===== config.mk =====
export PLATFORM = sky130hd
export DESIGN_NAME = svrm_div
export DESIGN_NICKNAME = d
export VERILOG_FILES = /design/src/rtl/svrm_pkg.sv /design/src/rtl/svrm_div.sv
export SDC_FILE = /design/constraint.sdc
export NUM_CORES = 1
export LEC_CHECK = 0
export ABC_CLOCK_PERIOD_IN_PS = 3350
export BUFFER_PORTS_ARGS = -buffer_cell sky130_fd_sc_hd__clkbuf_2
export CELL_PAD_IN_SITES_DETAIL_PLACEMENT = 1
export CELL_PAD_IN_SITES_GLOBAL_PLACEMENT = 1
export CORE_MARGIN = 2
export CORE_UTILIZATION = 44
export CTS_BUF_LIST = sky130_fd_sc_hd__clkbuf_8 sky130_fd_sc_hd__clkbuf_16
export CTS_CLUSTER_SIZE = 20
export DETAILED_ROUTE_END_ITERATION = 6
export GPL_ROUTABILITY_DRIVEN = 1
export PLACE_DENSITY = 0.88
export SKIP_CTS_REPAIR_TIMING = 1
export SLEW_MARGIN = 20
export SYNTH_ARGS = -nofsm -noshare
export SYNTH_HDL_FRONTEND = slang
export SYNTH_SLANG_ARGS = --single-unit

===== constraint.sdc =====
create_clock -name clk -period 3.35 [get_ports clk]
set_input_delay 1.005 -clock clk [delete_from_list [all_inputs] [get_ports clk]]
set_output_delay 1.005 -clock clk [all_outputs]
set_load 0.01 [all_outputs]

===== src/rtl/svrm_pkg.sv =====
`default_nettype none
// ----------------------------------------------------------------------------
// svrm_pkg
// Shared types and constants of the stereo volume ramp mixer.
// ----------------------------------------------------------------------------
package svrm_pkg;

	localparam int GAIN_ENTRIES = 128;
	localparam int GIDX_W       = $clog2(GAIN_ENTRIES);

	localparam int VOL_W       = 32;
	localparam int VOL_FRAC_W  = 24;
	localparam int VOL_INT_W   = 7;
	localparam int RAMP_W      = 21;
	localparam int FRAME_SHIFT = 5;

	localparam logic [VOL_INT_W-1:0] VOL_MAX    = 7'h7f;
	localparam logic [15:0]          FRAMES_MAX = 16'd60000;

	localparam int DVD_W = VOL_W + 1 - FRAME_SHIFT;
	localparam int DVS_W = 16;

	typedef enum logic [1:0] {
		KIND_MIX  = 2'd0,
		KIND_FADE = 2'd1,
		KIND_LOAD = 2'd2
	} kind_t;

	typedef struct packed {
		logic [1:0]          kind;
		logic                movie_valid;
		logic signed [15:0]  movie_left;
		logic signed [15:0]  movie_right;
		logic signed [15:0]  dry_left;
		logic signed [15:0]  dry_right;
		logic                block_end;
		logic signed [15:0]  fade_volume;
		logic [15:0]         fade_frames;
		logic [6:0]          table_index;
		logic [15:0]         table_value;
	} item_t;

	typedef struct packed {
		logic signed [15:0] out_left;
		logic signed [15:0] out_right;
		logic               last_in_block;
		logic               accepted;
	} result_t;

	typedef struct packed {
		logic             start;
		logic [DVD_W-1:0] dividend;
		logic [DVS_W-1:0] divisor;
	} div_req_t;

	typedef struct packed {
		logic             done;
		logic [DVD_W-1:0] quotient;
	} div_rsp_t;

endpackage
`default_nettype wire


===== src/rtl/svrm_div.sv =====
`default_nettype none
// ----------------------------------------------------------------------------
// svrm_div
// Unsigned restoring divider, one quotient bit per cycle.
// ----------------------------------------------------------------------------
module svrm_div (
	input  wire logic               clk,
	input  wire logic               arst_n,
	input  wire svrm_pkg::div_req_t req,
	output svrm_pkg::div_rsp_t      rsp
);
	import svrm_pkg::*;

	localparam int DCNT_W = $clog2(DVD_W);

	logic              busy_q;
	logic              done_q;
	logic [DCNT_W-1:0] cnt_q;
	logic [DVS_W-1:0]  rem_q;
	logic [DVS_W-1:0]  dvs_q;
	logic [DVD_W-1:0]  quo_q;

	logic [DVS_W:0]   shifted;
	logic [DVS_W+1:0] trial;

	assign shifted = {rem_q, quo_q[DVD_W-1]};
	assign trial   = {1'b0, shifted} - {2'b00, dvs_q};

	always_ff @(posedge clk or negedge arst_n) begin
		if (!arst_n) begin
			busy_q <= 1'b0;
			done_q <= 1'b0;
			cnt_q  <= '0;
			rem_q  <= '0;
			dvs_q  <= '0;
			quo_q  <= '0;
		end else begin
			done_q <= 1'b0;
			if (req.start) begin
				busy_q <= 1'b1;
				cnt_q  <= DCNT_W'(DVD_W - 1);
				rem_q  <= '0;
				dvs_q  <= req.divisor;
				quo_q  <= req.dividend;
			end else if (busy_q) begin
				if (trial[DVS_W+1]) begin
					rem_q <= shifted[DVS_W-1:0];
					quo_q <= {quo_q[DVD_W-2:0], 1'b0};
				end else begin
					rem_q <= trial[DVS_W-1:0];
					quo_q <= {quo_q[DVD_W-2:0], 1'b1};
				end
				if (cnt_q == '0) begin
					busy_q <= 1'b0;
					done_q <= 1'b1;
				end else begin
					cnt_q <= cnt_q - 1'b1;
				end
			end
		end
	end

	assign rsp.done     = done_q;
	assign rsp.quotient = quo_q;

endmodule
`default_nettype wire


==> run_results.csv <==
group,metric,value,unit
logic_synthesis,yosys.cell_types.count,64,
power_and_ir_drop,internal_power,1970,uW
setup_path,timing.critical_path.buf_inv,0,
setup_path,r2r_cells,6,
logic_synthesis,mapped_cell_area,3970,um^2
setup_path,type_of_element_launching_the_critical_path,"flop",
logic_synthesis,synth_compound_gate_area_share,22.4,%
power_and_ir_drop,clock_power_share,26.4,%
placement,place.port_buffers,75,
logic_synthesis,xor_xnor_share_of_the_synthesized_area,2.21,%
grt,grt_start_max_net_pins,47,
power_and_ir_drop,p_seq_share,32.3,%
setup_path,critical_path.max_stage_delay,0.54,ns
logic_synthesis,synth_fa_ha_area_share,6.18,%
logic_synthesis,synth.area.top_cells,"sky130_fd_sc_hd__dfrtp_1 42%, sky130_fd_sc_hd__mux2i_1 7.1%, sky130_fd_sc_hd__o21ai_1 6.4%, sky130_fd_sc_hd__ha_1 5.7%, sky130_fd_sc_hd__nand2_1 5.3%",
logic_synthesis,post_synth_and_or_nand_nor_area_fraction,14.3,%
setup_path,crit_path_cell_trace,"ha_1 > a21oi_2 > o221ai_1 > o21ai_4 > nand3_1 > a311oi_1",
floorplanning,floorplan.initialDensity,45.5,%
placement,place.gp.congestion,0.892,
logic_synthesis,mappedNetlistNets,490,
placement,hpwl_after_dpl,7.52,mm
drt,dr.pass1.iters,4,
drt,route.final.wire_length,11.1,mm
drt,wl_per_cell,18.3,um
clock_network,clock-sinks,67,
setup_path,startpoint,"rem_q[11]",
logic_synthesis,synth_enable_flop_cells,0,
setup_path,data_required_time_at_the_worst_endpoint,3.60,ns
worst_hold_path,hold_path_startpoint,"dvs_q[0]",
floorplanning,floorplan.die.width,99.0,um
power_and_ir_drop,power.combinational.fraction,41.3,%
floorplanning,core_area,8720,um^2
grt,globalRoute.totalOverflow,0,
clock_network,tritoncts,"yes",
timing,period_minus_slack,2.44,ns
run,max_cap_violations,0,
drt,drc_violation_count_after_routing,0,
grt,grt_pass1_vias,3811,
placement,placedCellCount,588,
cells_and_area,final_cells,604,
cells_and_area,nFillCells,1035,
timing,final_critical_path_share_of_the_clock_period,72.9,%
timing,fin_ws,0.906,ns
floorplanning,io_pins,76,
timing,finalSetupTns,0,ns
logic_synthesis,yosys_most_used_dff,"sky130_fd_sc_hd__dfrtp_1",
cells_and_area,post_route_cells_drive_above_1_share,23.6,%
power_and_ir_drop,power_density,690,nW/um^2
floorplanning,area_of_the_die,9800,um^2
timing,worst_clock_skew,0.0119,ns
timing,hold_viol,0,
status,status,"completed",
timing,max_slew.worst_pin.slew,0.817,ns
timing,rsz_0062_raised_after_global_routing,"false",
setup_path,worst-path-max-fanout,18,
setup_path,end_kind,"flop",
setup_path,critical_path.reg2reg.startpoint,"rem_q[11]",
drt,dr.first_iter.drc_count,130,
grt,antenna_found_initial,0,
timing,timing.max_slew.rel_slack,45.5,%
cells_and_area,area_growth_syn_to_layout,17.1,%
logic_synthesis,synth.area.mux_share,7.35,%
clock_network,clock_insertion_delay_worst_skew,0.36,ns
worst_hold_path,class_of_the_tightest_hold_or_removal_check,"reg2reg",
setup_path,reg2reg_setup_slack,0.91,ns
logic_synthesis,synth_top_family_by_area,"compound AO/OA/AOI/OAI gates",
cells_and_area,antenna_cells,0,
floorplanning,fp-row-count,34,
grt,first_pass_grt_wire_length,18.9,mm
logic_synthesis,ys_warn_count,0,
timing,timing.fmax,409,MHz
setup_path,worstSetupPathType,"reg2reg",
logic_synthesis,synth.avg_cell_area,9.36,um^2
logic_synthesis,synth-async-reset-ratio,100,%
placement,pre_cts_ws,0.973,ns
setup_path,worstReg2RegEnd,"rem_q[1]",
clock_network,tritoncts_buffer_count,9,
clock_network,ctsRootBufferMaster,"sky130_fd_sc_hd__clkbuf_8",
logic_synthesis,synth_top_area_cell,"sky130_fd_sc_hd__dfrtp_1",
timing,setup_viol,0,
worst_hold_path,min_path_cells,1,
power_and_ir_drop,netSwitchingPower,1240,uW
power_and_ir_drop,max-vdd-ir-drop,0.000278,V
setup_path,critPathTopFamily,"compound AO/OA/AOI/OAI gates",
setup_path,worst_path_max_delay_cell,"sky130_fd_sc_hd__o21ai_4",
logic_synthesis,synth.ff_latch_count,67,
drt,ant_nets,0,
logic_synthesis,postSynthCellCount,424,
setup_path,cp.arrival,2.69,ns
grt,global_route.usage.total,24.1,%
logic_synthesis,netlist.area_leader.share,42.2,%
power_and_ir_drop,sw_frac_of_total,38.6,%
timing,slew_viol_final,0,
logic_synthesis,synth_sequential_area_ratio,42.2,%
drt,vias,3460,
cells_and_area,num-nets-final,557,
clock_network,clk_pin_slew_worst_paths,0.08,ns
clock_network,h-tree-depth,3,
drt,viasPerCell,5.73,
worst_hold_path,timing.hold.worst_endpoint,"dvs_q[0]",
power_and_ir_drop,power_leakage,0.00240,uW
clock_network,clockBufferDepth,2,
floorplanning,floorplan.die.height,99.0,um
-- metrics by stage --
stage / power (uW) / cell area [um^2] / utilization (%) / hold slack, ns
4_1_cts: 3210 / 4650 / 53.3 / 0.517
3_5_place_dp: 2330 / 4410 / 50.5 / 0.495
5_1_grt: 3410 / 4650 / 53.3 / 0.528
2_1_floorplan: 2000 / 3970 / - / 0.462
3_3_place_gp: 2270 / 4410 / 50.5 / 0.485
6_report: 3210 / 4650 / 53.3 / 0.506
-- cells by family after synthesis --
kind of cell / after synthesis
simple gates: 123
xor+xnor: 10
compound gates: 128
flops: 67
mux: 29
buf+inv: 48
fa+ha+maj: 19
-- layer usage --
| metal | vias to the layer above | GRT usage, % | share of wire, % |
|---|---|---|---|
| met5 | - | 0 | 0 |
| met4 | 0 | 5.27 | 1.1 |
| met3 | 10 | 6.81 | 6.0 |
| met2 | 93 | 40.1 | 49 |
| met1 | 1702 | 31.4 | 44 |
| li1 | 1655 | - | - |
-- area by class of cell --
type	count	area, um^2	area share [%]
timing repair buffer	81	423	9.10
multi-input combinational	309	2080	44.8
clock buffer	9	124	2.67
inverter	23	86.3	1.86
tap	108	135	2.91
sequential	67	1680	36.1
clock inverter	7	116	2.50
-- registers in the layout, indices dropped and copies added, names as in the netlist --
name / count
busy_q: 1
cnt_q: 5
done_q: 1
dvs_q: 16
quo_q: 28
rem_q: 16
-- worst max path at each step --
stage	to	slack, ns	cells after the start
6_report	rem_q[1]	0.91	6
5_1_grt	rem_q[1]	0.72	6
4_1_cts	rem_q[1]	0.91	6
3_5_place_dp	rem_q[13]	0.97	6
3_3_place_gp	rem_q[13]	1.06	6
2_1_floorplan	rem_q[14]	1.23	9
-- power by group through the flow --
stage	Clock, uW	Sequential (uW)	Combinational (uW)
after floorplan	0	1030	967
after global placement	0	1040	1230
after detailed placement	0	1050	1290
after CTS	855	1040	1310
after global routing	892	1050	1460
final	846	1040	1320
-- synth_stat cells (all sizes together) (6+ instances only) --
library cell and count:
dfrtp 67, o21ai 63, nand2 56, mux2i 28, inv 22, nor2 20
ha 18, clkbuf 16, a21oi 13, nand3 13, a311oi 10, buf 9
o211ai 9, a21o 7, and3 7, nor3 6, or3 6
-- worst register-to-register path, cell delays in order, from the launching register on --
cell                       delay, ns
sky130_fd_sc_hd__dfrtp_1        0.40
sky130_fd_sc_hd__ha_1           0.42
sky130_fd_sc_hd__a21oi_2        0.23
sky130_fd_sc_hd__o221ai_1       0.26
sky130_fd_sc_hd__o21ai_4        0.54
sky130_fd_sc_hd__nand3_1        0.16
sky130_fd_sc_hd__a311oi_1       0.33
-- cell usage in the layout, fill, tap and decap left out, types with 4 or more instances in the layout --
cell                       instances
sky130_fd_sc_hd__clkbuf_2         73
sky130_fd_sc_hd__dfrtp_1          66
sky130_fd_sc_hd__nand2_1          56
sky130_fd_sc_hd__o21ai_1          51
sky130_fd_sc_hd__mux2i_1          28
sky130_fd_sc_hd__inv_1            22
sky130_fd_sc_hd__nor2_1           20
sky130_fd_sc_hd__ha_1             18
sky130_fd_sc_hd__nand3_1          13
sky130_fd_sc_hd__a21oi_1          10
sky130_fd_sc_hd__clkbuf_8          9
sky130_fd_sc_hd__a21o_1            7
sky130_fd_sc_hd__and3_1            7
sky130_fd_sc_hd__o21ai_0           7
sky130_fd_sc_hd__a311oi_1          7
sky130_fd_sc_hd__buf_4             7
sky130_fd_sc_hd__o211ai_1          6
sky130_fd_sc_hd__nor3_1            6
sky130_fd_sc_hd__or3_1             6
sky130_fd_sc_hd__xnor2_1           5
sky130_fd_sc_hd__xor2_1            5
sky130_fd_sc_hd__o21ai_2           4
Power figures use the tool's default switching activity.
